$ cat src/rtl/rgb565_tint_alpha_compositor_unit_macros.svh
// assertion macros for the rgb565 tint/alpha compositor
// used only by the top level, which owns the clock and reset it passes in

`ifndef RGB565_TINT_ALPHA_COMPOSITOR_UNIT_MACROS_SVH
`define RGB565_TINT_ALPHA_COMPOSITOR_UNIT_MACROS_SVH

// same-cycle implication, checked outside reset
`define RTAC_ASSERT_IMP(lbl, clk_i, rstn_i, ante, cons) \
	lbl: assert property (@(posedge clk_i) disable iff (!rstn_i) (ante) |-> (cons)) \
		else $error("rtac: implication check failed");

// next-cycle implication, checked outside reset
`define RTAC_ASSERT_NXT(lbl, clk_i, rstn_i, ante, cons) \
	lbl: assert property (@(posedge clk_i) disable iff (!rstn_i) (ante) |=> (cons)) \
		else $error("rtac: next-cycle check failed");

`endif

$ cat src/rtl/rtac_pkg.sv
// shared types and constants of the rgb565 tint/alpha compositor
// no dependencies; imported by rtac_channel and the top level

package rtac_pkg;

	// request and result payloads
	typedef struct packed {
		logic [15:0] foreground_pixel;
		logic        foreground_visible;
		logic [15:0] background_pixel;
	} rtac_in_t;

	typedef struct packed {
		logic [15:0] result_pixel;
		logic        write_enable;
	} rtac_out_t;

	// register indexes
	localparam logic [1:0] REG_BLEND_MODE  = 2'd0;
	localparam logic [1:0] REG_ALPHA_LEVEL = 2'd1;
	localparam logic [1:0] REG_TINT_COLOR  = 2'd2;
	localparam logic [1:0] REG_MASK_ENABLE = 2'd3;

	// blend modes
	localparam logic [1:0] MODE_COPY  = 2'd0;
	localparam logic [1:0] MODE_FADE  = 2'd1;
	localparam logic [1:0] MODE_BLEND = 2'd2;
	localparam logic [1:0] MODE_TINT  = 2'd3;

	// output select carried down the pipe
	localparam logic [1:0] SEL_COPY  = 2'd0;
	localparam logic [1:0] SEL_FADE  = 2'd1;
	localparam logic [1:0] SEL_KEEP  = 2'd2;
	localparam logic [1:0] SEL_BLEND = 2'd3;

	localparam logic [15:0] FADE_MASK = 16'h7BEF;

	// floor(x/10) = (x*205) >> 11, exact for x below 1024
	localparam logic [7:0] TINT_RECIP = 8'd205;
	localparam int         TINT_SHIFT = 11;

	localparam logic [7:0] ALPHA_FULL = 8'd255;

endpackage

$ cat src/rtl/rgb565_tint_alpha_compositor_unit.sv
// rgb565 pixel compositor: masked copy, fade, alpha blend, tinted alpha blend
// a pixel taken on start passes registers s1 to s4 and shows on result, with result_valid
// throughput: one pixel per clock; the four-stage datapath (tint sum, divide by ten,
// weight multiply, divide by 255 into the output register) accepts a pixel every cycle
// busy stays low; the receiver takes each result in its single cycle, nothing waits
// reset: pipeline valids clear, registers go to copy mode, alpha 255, tint 0, mask off

module rgb565_tint_alpha_compositor_unit (
	input  logic                clk,
	input  logic                arst_n,
	input  logic                start,
	output logic                busy,
	input  rtac_pkg::rtac_in_t  request,
	output rtac_pkg::rtac_out_t result,
	output logic                result_valid,
	input  logic                cfg_we,
	input  logic [1:0]          cfg_index,
	input  logic [15:0]         cfg_wdata
);
	import rtac_pkg::*;

	`include "rgb565_tint_alpha_compositor_unit_macros.svh"

	// configuration registers
	logic [1:0]  blend_mode_q;
	logic [7:0]  alpha_level_q;
	logic [15:0] tint_color_q;
	logic        mask_enable_q;

	// transfer handshake
	logic accept;

	// routing decision made at entry
	logic [1:0] sel_in;

	// control and bypass payload traveling beside the channel datapaths
	logic        v_s1, v_s2, v_s3;
	logic [1:0]  sel_s1, sel_s2, sel_s3;
	logic [15:0] fg_s1, fg_s2, fg_s3;
	logic [15:0] bg_s1, bg_s2, bg_s3;

	// per-channel blend results, valid alongside s3
	logic [4:0] blend_r;
	logic [5:0] blend_g;
	logic [4:0] blend_b;

	// final pick before the output register
	rtac_out_t  res_d;
	rtac_out_t  res_s4;
	logic       v_s4;

	// no internal back-pressure: every stage moves every cycle
	assign busy   = 1'b0;
	assign accept = start && !busy;

	// register writes; the user must write only while the pipe is empty, the block does not enforce it
	always_ff @(posedge clk or negedge arst_n) begin
		if (!arst_n) begin
			blend_mode_q  <= MODE_COPY;
			alpha_level_q <= ALPHA_FULL;
			tint_color_q  <= '0;
			mask_enable_q <= 1'b0;
		end else if (cfg_we) begin
			case (cfg_index)
				REG_BLEND_MODE:  blend_mode_q  <= cfg_wdata[1:0];
				REG_ALPHA_LEVEL: alpha_level_q <= cfg_wdata[7:0];
				REG_TINT_COLOR:  tint_color_q  <= cfg_wdata;
				REG_MASK_ENABLE: mask_enable_q <= cfg_wdata[0];
				default: ;
			endcase
		end
	end

	// fade ignores the mask; the other modes keep the background when masked out
	always_comb begin
		case (blend_mode_q)
			MODE_FADE:  sel_in = SEL_FADE;
			MODE_COPY:  sel_in = (mask_enable_q && !request.foreground_visible) ?
			                     SEL_KEEP : SEL_COPY;
			MODE_BLEND: sel_in = (mask_enable_q && !request.foreground_visible) ?
			                     SEL_KEEP : SEL_BLEND;
			MODE_TINT:  sel_in = (mask_enable_q && !request.foreground_visible) ?
			                     SEL_KEEP : SEL_BLEND;
			default:    sel_in = SEL_COPY;
		endcase
	end

	// valid bits ride with the data
	always_ff @(posedge clk or negedge arst_n) begin
		if (!arst_n) begin
			v_s1 <= 1'b0;
			v_s2 <= 1'b0;
			v_s3 <= 1'b0;
			v_s4 <= 1'b0;
		end else begin
			v_s1 <= accept;
			v_s2 <= v_s1;
			v_s3 <= v_s2;
			v_s4 <= v_s3;
		end
	end

	// bypass payload, no reset needed
	always_ff @(posedge clk) begin
		sel_s1 <= sel_in;
		fg_s1  <= request.foreground_pixel;
		bg_s1  <= request.background_pixel;
		sel_s2 <= sel_s1;
		fg_s2  <= fg_s1;
		bg_s2  <= bg_s1;
		sel_s3 <= sel_s2;
		fg_s3  <= fg_s2;
		bg_s3  <= bg_s2;
	end

	// red in bits 4:0, green in 10:5, blue in 15:11
	rtac_channel #(.W(5)) u_chan_r (
		.clk      (clk),
		.fg       (request.foreground_pixel[4:0]),
		.bg       (request.background_pixel[4:0]),
		.tint     (tint_color_q[4:0]),
		.alpha    (alpha_level_q),
		.use_tint (blend_mode_q == MODE_TINT),
		.blend    (blend_r)
	);

	rtac_channel #(.W(6)) u_chan_g (
		.clk      (clk),
		.fg       (request.foreground_pixel[10:5]),
		.bg       (request.background_pixel[10:5]),
		.tint     (tint_color_q[10:5]),
		.alpha    (alpha_level_q),
		.use_tint (blend_mode_q == MODE_TINT),
		.blend    (blend_g)
	);

	rtac_channel #(.W(5)) u_chan_b (
		.clk      (clk),
		.fg       (request.foreground_pixel[15:11]),
		.bg       (request.background_pixel[15:11]),
		.tint     (tint_color_q[15:11]),
		.alpha    (alpha_level_q),
		.use_tint (blend_mode_q == MODE_TINT),
		.blend    (blend_b)
	);

	// output select
	always_comb begin
		case (sel_s3)
			SEL_FADE: begin
				res_d.result_pixel = (bg_s3 >> 1) & FADE_MASK;
				res_d.write_enable = 1'b1;
			end
			SEL_KEEP: begin
				res_d.result_pixel = bg_s3;
				res_d.write_enable = 1'b0;
			end
			SEL_BLEND: begin
				res_d.result_pixel = {blend_b, blend_g, blend_r};
				res_d.write_enable = 1'b1;
			end
			default: begin
				res_d.result_pixel = fg_s3;
				res_d.write_enable = 1'b1;
			end
		endcase
	end

	// output register; each result is shown for exactly one cycle
	always_ff @(posedge clk) begin
		res_s4 <= res_d;
	end

	assign result       = res_s4;
	assign result_valid = v_s4;

	// every accepted pixel comes out with result_valid
	`RTAC_ASSERT_IMP(a_latency, clk, arst_n, accept, ##4 result_valid)
	// no result without an accepted pixel behind it
	`RTAC_ASSERT_IMP(a_no_phantom, clk, arst_n, result_valid, $past(accept, 4))
	// a masked-out result hands back the background it came with
	`RTAC_ASSERT_IMP(a_keep_bg, clk, arst_n, result_valid && !result.write_enable,
		result.result_pixel == $past(request.background_pixel, 4))

endmodule

$ cat src/rtl/rtac_channel.sv
// one color channel of the compositor datapath: tint, then alpha mix
// three register stages; uses rtac_pkg constants

module rtac_channel #(
	parameter int W = 5
) (
	input  logic         clk,
	input  logic [W-1:0] fg,
	input  logic [W-1:0] bg,
	input  logic [W-1:0] tint,
	input  logic [7:0]   alpha,
	input  logic         use_tint,
	output logic [W-1:0] blend
);
	import rtac_pkg::*;

	localparam int SW = W + 4;   // holds 10 * max channel
	localparam int PW = SW + 8;  // sum times 8-bit reciprocal
	localparam int MW = W + 8;   // channel times 8-bit weight

	logic [SW-1:0] fg_x;
	logic [SW-1:0] t_x;
	logic [PW-1:0] prod;
	logic [W-1:0]  tinted;
	logic [MW:0]   rnd;

	logic [SW-1:0] sum_s1;
	logic [W-1:0]  fg_s1;
	logic [W-1:0]  bg_s1;
	logic [7:0]    alpha_s1;
	logic          use_tint_s1;

	logic [W-1:0]  fsel_s2;
	logic [W-1:0]  bg_s2;
	logic [7:0]    alpha_s2;

	logic [MW-1:0] mix_s3;

	assign fg_x = SW'(fg);
	assign t_x  = SW'(tint);

	// s1: 7c + 3t
	always_ff @(posedge clk) begin
		sum_s1      <= (fg_x << 3) - fg_x + (t_x << 1) + t_x;
		fg_s1       <= fg;
		bg_s1       <= bg;
		alpha_s1    <= alpha;
		use_tint_s1 <= use_tint;
	end

	// s2: divide by ten through the reciprocal
	assign prod   = PW'(sum_s1) * PW'(TINT_RECIP);
	assign tinted = prod[TINT_SHIFT +: W];

	always_ff @(posedge clk) begin
		fsel_s2  <= use_tint_s1 ? tinted : fg_s1;
		bg_s2    <= bg_s1;
		alpha_s2 <= alpha_s1;
	end

	// s3: b*(255-a) + f*a
	always_ff @(posedge clk) begin
		mix_s3 <= MW'(bg_s2) * MW'(ALPHA_FULL - alpha_s2) + MW'(fsel_s2) * MW'(alpha_s2);
	end

	// floor(x/255) = (x + (x>>8) + 1) >> 8 over this range
	assign rnd   = {1'b0, mix_s3} + (MW + 1)'(mix_s3 >> 8) + (MW + 1)'(1);
	assign blend = rnd[8 +: W];

endmodule

$ cat config.mk
export PLATFORM = sky130hd
export DESIGN_NAME = rgb565_tint_alpha_compositor_unit
export DESIGN_NICKNAME = d
export VERILOG_FILES = /design/src/rtl/rtac_pkg.sv /design/src/rtl/rgb565_tint_alpha_compositor_unit.sv /design/src/rtl/rtac_channel.sv
export VERILOG_INCLUDE_DIRS = /design/src /design/src/rtl
export SDC_FILE = /design/constraint.sdc
export NUM_CORES = 1
export LEC_CHECK = 0
export BUFFER_PORTS_ARGS = -buffer_cell sky130_fd_sc_hd__buf_4
export CORE_MARGIN = 2
export CORE_UTILIZATION = 47
export DETAILED_ROUTE_END_ITERATION = 10
export GPL_ROUTABILITY_DRIVEN = 0
export HOLD_SLACK_MARGIN = 0.15
export PLACE_DENSITY = 0.59
export SKIP_CTS_REPAIR_TIMING = 1
export SLEW_MARGIN = 30
export SYNTH_ARGS = -nofsm -noshare
export SYNTH_HDL_FRONTEND = slang
export SYNTH_SLANG_ARGS = --single-unit
$ cat constraint.sdc
create_clock -name clk -period 6.9 [get_ports clk]
set_clock_uncertainty 0.1 [all_clocks]
set_input_delay 2.07 -clock clk [delete_from_list [all_inputs] [get_ports clk]]
set_output_delay 2.07 -clock clk [all_outputs]
set_load 0.01 [all_outputs]
==> results.cfg <==
[outcome]
status = complete, no violations

[timing]
finalSetupTns_ns = 0
slew_headroom_pct = 38.5
fin_crit_sh_pct = 78.5
worst_pin_slew_ns = 0.921
slew_viol_final = 0
hold_ws_ns = 0.223
setup_viol_count_final = 0
max_freq_mhz = 185
setup_ws_ns = 1.48
finalHoldViolCount = 0
rsz0062_at_grt = false
period_needed_ns = 5.42

[drt]
postRouteAntennaNets = 0
drc = 0
via_count = 12700
drt-total-wl_um = 38300
via_per_inst = 4.89
drtIter0Drc = 435
wl_per_cell_um = 14.7
dr.pass1.iters = 5

[synthesis]
synth_seq_cells = 251
synthTopCellsByArea = fa_1, dfxtp_1, ha_1, inv_1, nand2b_1
synth-edff-count = 0
synth_top_family_by_area = adder cells
synthCells = 1956
synth_compound_area_share_pct = 5.52
synth.avg_cell_area_um2 = 10.4
netlist.area_leader.share_pct = 24.1
ys_types = 63
synth-simple-area-share_pct = 11.3
yosysTopAreaCell = fa_1
async_flop_share_pct = 12.4
synth_seq_area_share_pct = 25.6
yosysWarnings = 0
syn_area_mm2 = 0.0203
synth_mux_area_share_pct = 3.33
synth-main-ff-cell = dfxtp_1
synth_fa_ha_area_share_pct = 41.8
synth-xor-area-share_pct = 3.50

[finish]
layout.nets = 2620
diodes = 0
syn_to_final_growth_pct = 10.6
drive_above_1_share_pct = 10.1
final_core_util_pct = 52.4

[floorplan]
row_count = 76
core_mm2 = 0.0428
die_area_mm2 = 0.0448
die-width_um = 212
initial_utilization_pct = 47.4
ios = 74
fp.dieH_um = 212

[grt]
antenna_found_initial = 0
grt_start_max_net_pins = 33
grt_pass1_vias = 13500
globalRouteOverflowTotal = 0
grt_pass1_wl_um = 65800
grt_usage_pct = 18.4

[place]
placement.io_buffers = 72
pre_cts_ws_ns = 1.48
dp_hpwl_um = 30900

[critical_path]
cp.required_ns = 7.27
critPathBufInv = 4
critPathLaunchType = register
reg2reg_to = u_chan_r.mix_s3[11]$_DFF_P_
slowest_stage = dfxtp_1
reg2reg_depth = 17
critPathMaxFanout = 18
worstSetupStartpoint = u_chan_b.alpha_s2[0]$_DFF_P_
path_class = register to register
cp_top_family = adder cells
r2r_setup_slack_ns = 1.48
crit_path_cell_trace = buf_4 -> nand2b_1 -> fa_1 -> inv_1 -> fa_1 -> inv_1 -> fa_1 -> fa_1 -> fa_1 -> inv_1 -> ha_1 -> a21o_1 -> a21oi_1 -> nor2b_1 -> o21ai_0 -> a21oi_1 -> o311ai_1
crit_path_end_kind = register
crit_top_cell = fa_1
worstPathArrival_ns = 5.78
cpPeakStageDelay_ns = 0.63
worstReg2RegStart = u_chan_b.alpha_s2[0]$_DFF_P_
cp.depth = 17
cp-endpoint = u_chan_r.mix_s3[11]$_DFF_P_

[cts]
htree_levels = 1
clk_latency_ns = 0.59
cts_buffers = 28
clock_sinks = 251
clk_path_buf_depth = 3
cts_tree = done
root_buffer = clkbuf_16
clk_pin_slew_worst_paths_ns = 0.06

[job]
maxCapViolCount = 0

[hold_path]
min_path_type = register to register
==> synth_stat cells (4+ instances only) <==
master	count
nor3_1	15
dfrtp_1	23
a31o_2	4
nand4_1	5
nand2_1	63
o21ai_1	7
nand3_1	19
nand2b_1	98
o31ai_1	5
nor2b_1	49
o211ai_1	8
nand3b_1	4
ha_1	287
nor2_1	33
fa_1	244
mux4_2	13
xnor2_1	62
dfxtp_1	220
xor2_1	19
o21a_1	10
o21ai_0	14
a21oi_2	4
or4_1	4
o21bai_1	12
a31oi_1	6
dfstp_2	8
a21oi_1	43
inv_1	448
o22ai_1	4
and2_1	92
nor4_1	6
mux2_2	33
clkbuf_1	32
a21o_1	12
and3_1	5
==> cell usage in the layout, fill, tap and decap left out, drive strengths merged, types with 49 or more instances in the layout <==
cell type  count
nand2b        98
ha           287
xnor2         62
dfxtp        220
buf           79
nand2         63
inv          449
fa           244
nor2b         49
and2          92
==> registers in the layout, indices dropped and copies added (netlist names), 8 cells and up <==
| name | cells |
|---|---|
| result | 17 |
| bg_s3 | 16 |
| fg_s2 | 16 |
| fg_s3 | 16 |
| tint_color_q | 16 |
| u_chan_g.mix_s3 | 14 |
| u_chan_b.mix_s3 | 13 |
| u_chan_r.mix_s3 | 13 |
| u_chan_g.sum_s1 | 10 |
| u_chan_b.sum_s1 | 9 |
| u_chan_r.sum_s1 | 9 |
| alpha_level_q | 8 |
| u_chan_b.alpha_s1 | 8 |
| u_chan_b.alpha_s2 | 8 |
==> routing by layer <==
layer,vias up,GRT usage [%],part of all wire [%]
li1,6265,-,-
met1,6286,25.5,48
met2,136,30.8,47
met3,41,2.27,2.9
met4,0,4.08,2.2
met5,-,0,0
==> area by class of cell <==
| class | count | area [um2] |
|---|---|---|
| Clock inverter | 12 | 144 |
| Clock buffer | 40 | 848 |
| Multi-Input combinational cell | 1225 | 13300 |
| Tap cell | 546 | 683 |
| Timing Repair Buffer | 79 | 593 |
| Sequential cell | 251 | 5190 |
| Inverter | 449 | 1690 |
| Fill cell | 3922 | 20400 |
==> how the worst min path moves through the flow <==
stage | from | end | slack (ns) | cells after the start
floorplan | bg_s1[10]$_DFF_P_ | bg_s2[10]$_DFF_P_ | 0.21 | 0
global placement | u_chan_b.bg_s1[0]$_DFF_P_ | u_chan_b.bg_s2[0]$_DFF_P_ | 0.21 | 0
detailed placement | u_chan_g.bg_s1[2]$_DFF_P_ | u_chan_g.bg_s2[2]$_DFF_P_ | 0.21 | 0
CTS | u_chan_b.bg_s1[3]$_DFF_P_ | u_chan_b.bg_s2[3]$_DFF_P_ | 0.22 | 0
global route | u_chan_b.bg_s1[3]$_DFF_P_ | u_chan_b.bg_s2[3]$_DFF_P_ | 0.22 | 0
finish | u_chan_b.bg_s1[3]$_DFF_P_ | u_chan_b.bg_s2[3]$_DFF_P_ | 0.22 | 0
==> cells by family (layout without fill, tap and decap cells) <==
kind of cell / count (synthesis) / after routing
compound gates: 156 / 156
xor+xnor: 81 / 81
fa+ha+maj: 531 / 531
buf+inv: 483 / 580
flops: 251 / 251
mux: 47 / 47
other cells: 1 / 4
simple gates: 406 / 406
==> stage by stage <==
step	cells	cell area (um2)
2_1_floorplan	1959	20300
3_3_place_gp	2550	21400
3_5_place_dp	2550	21400
4_1_cts	2602	22400
5_1_grt	2602	22400
6_report	2602	22400
Power is left out: the tool's default activity adds up to more than one toggle a clock period on the data nets, which glitch-free logic cannot reach.
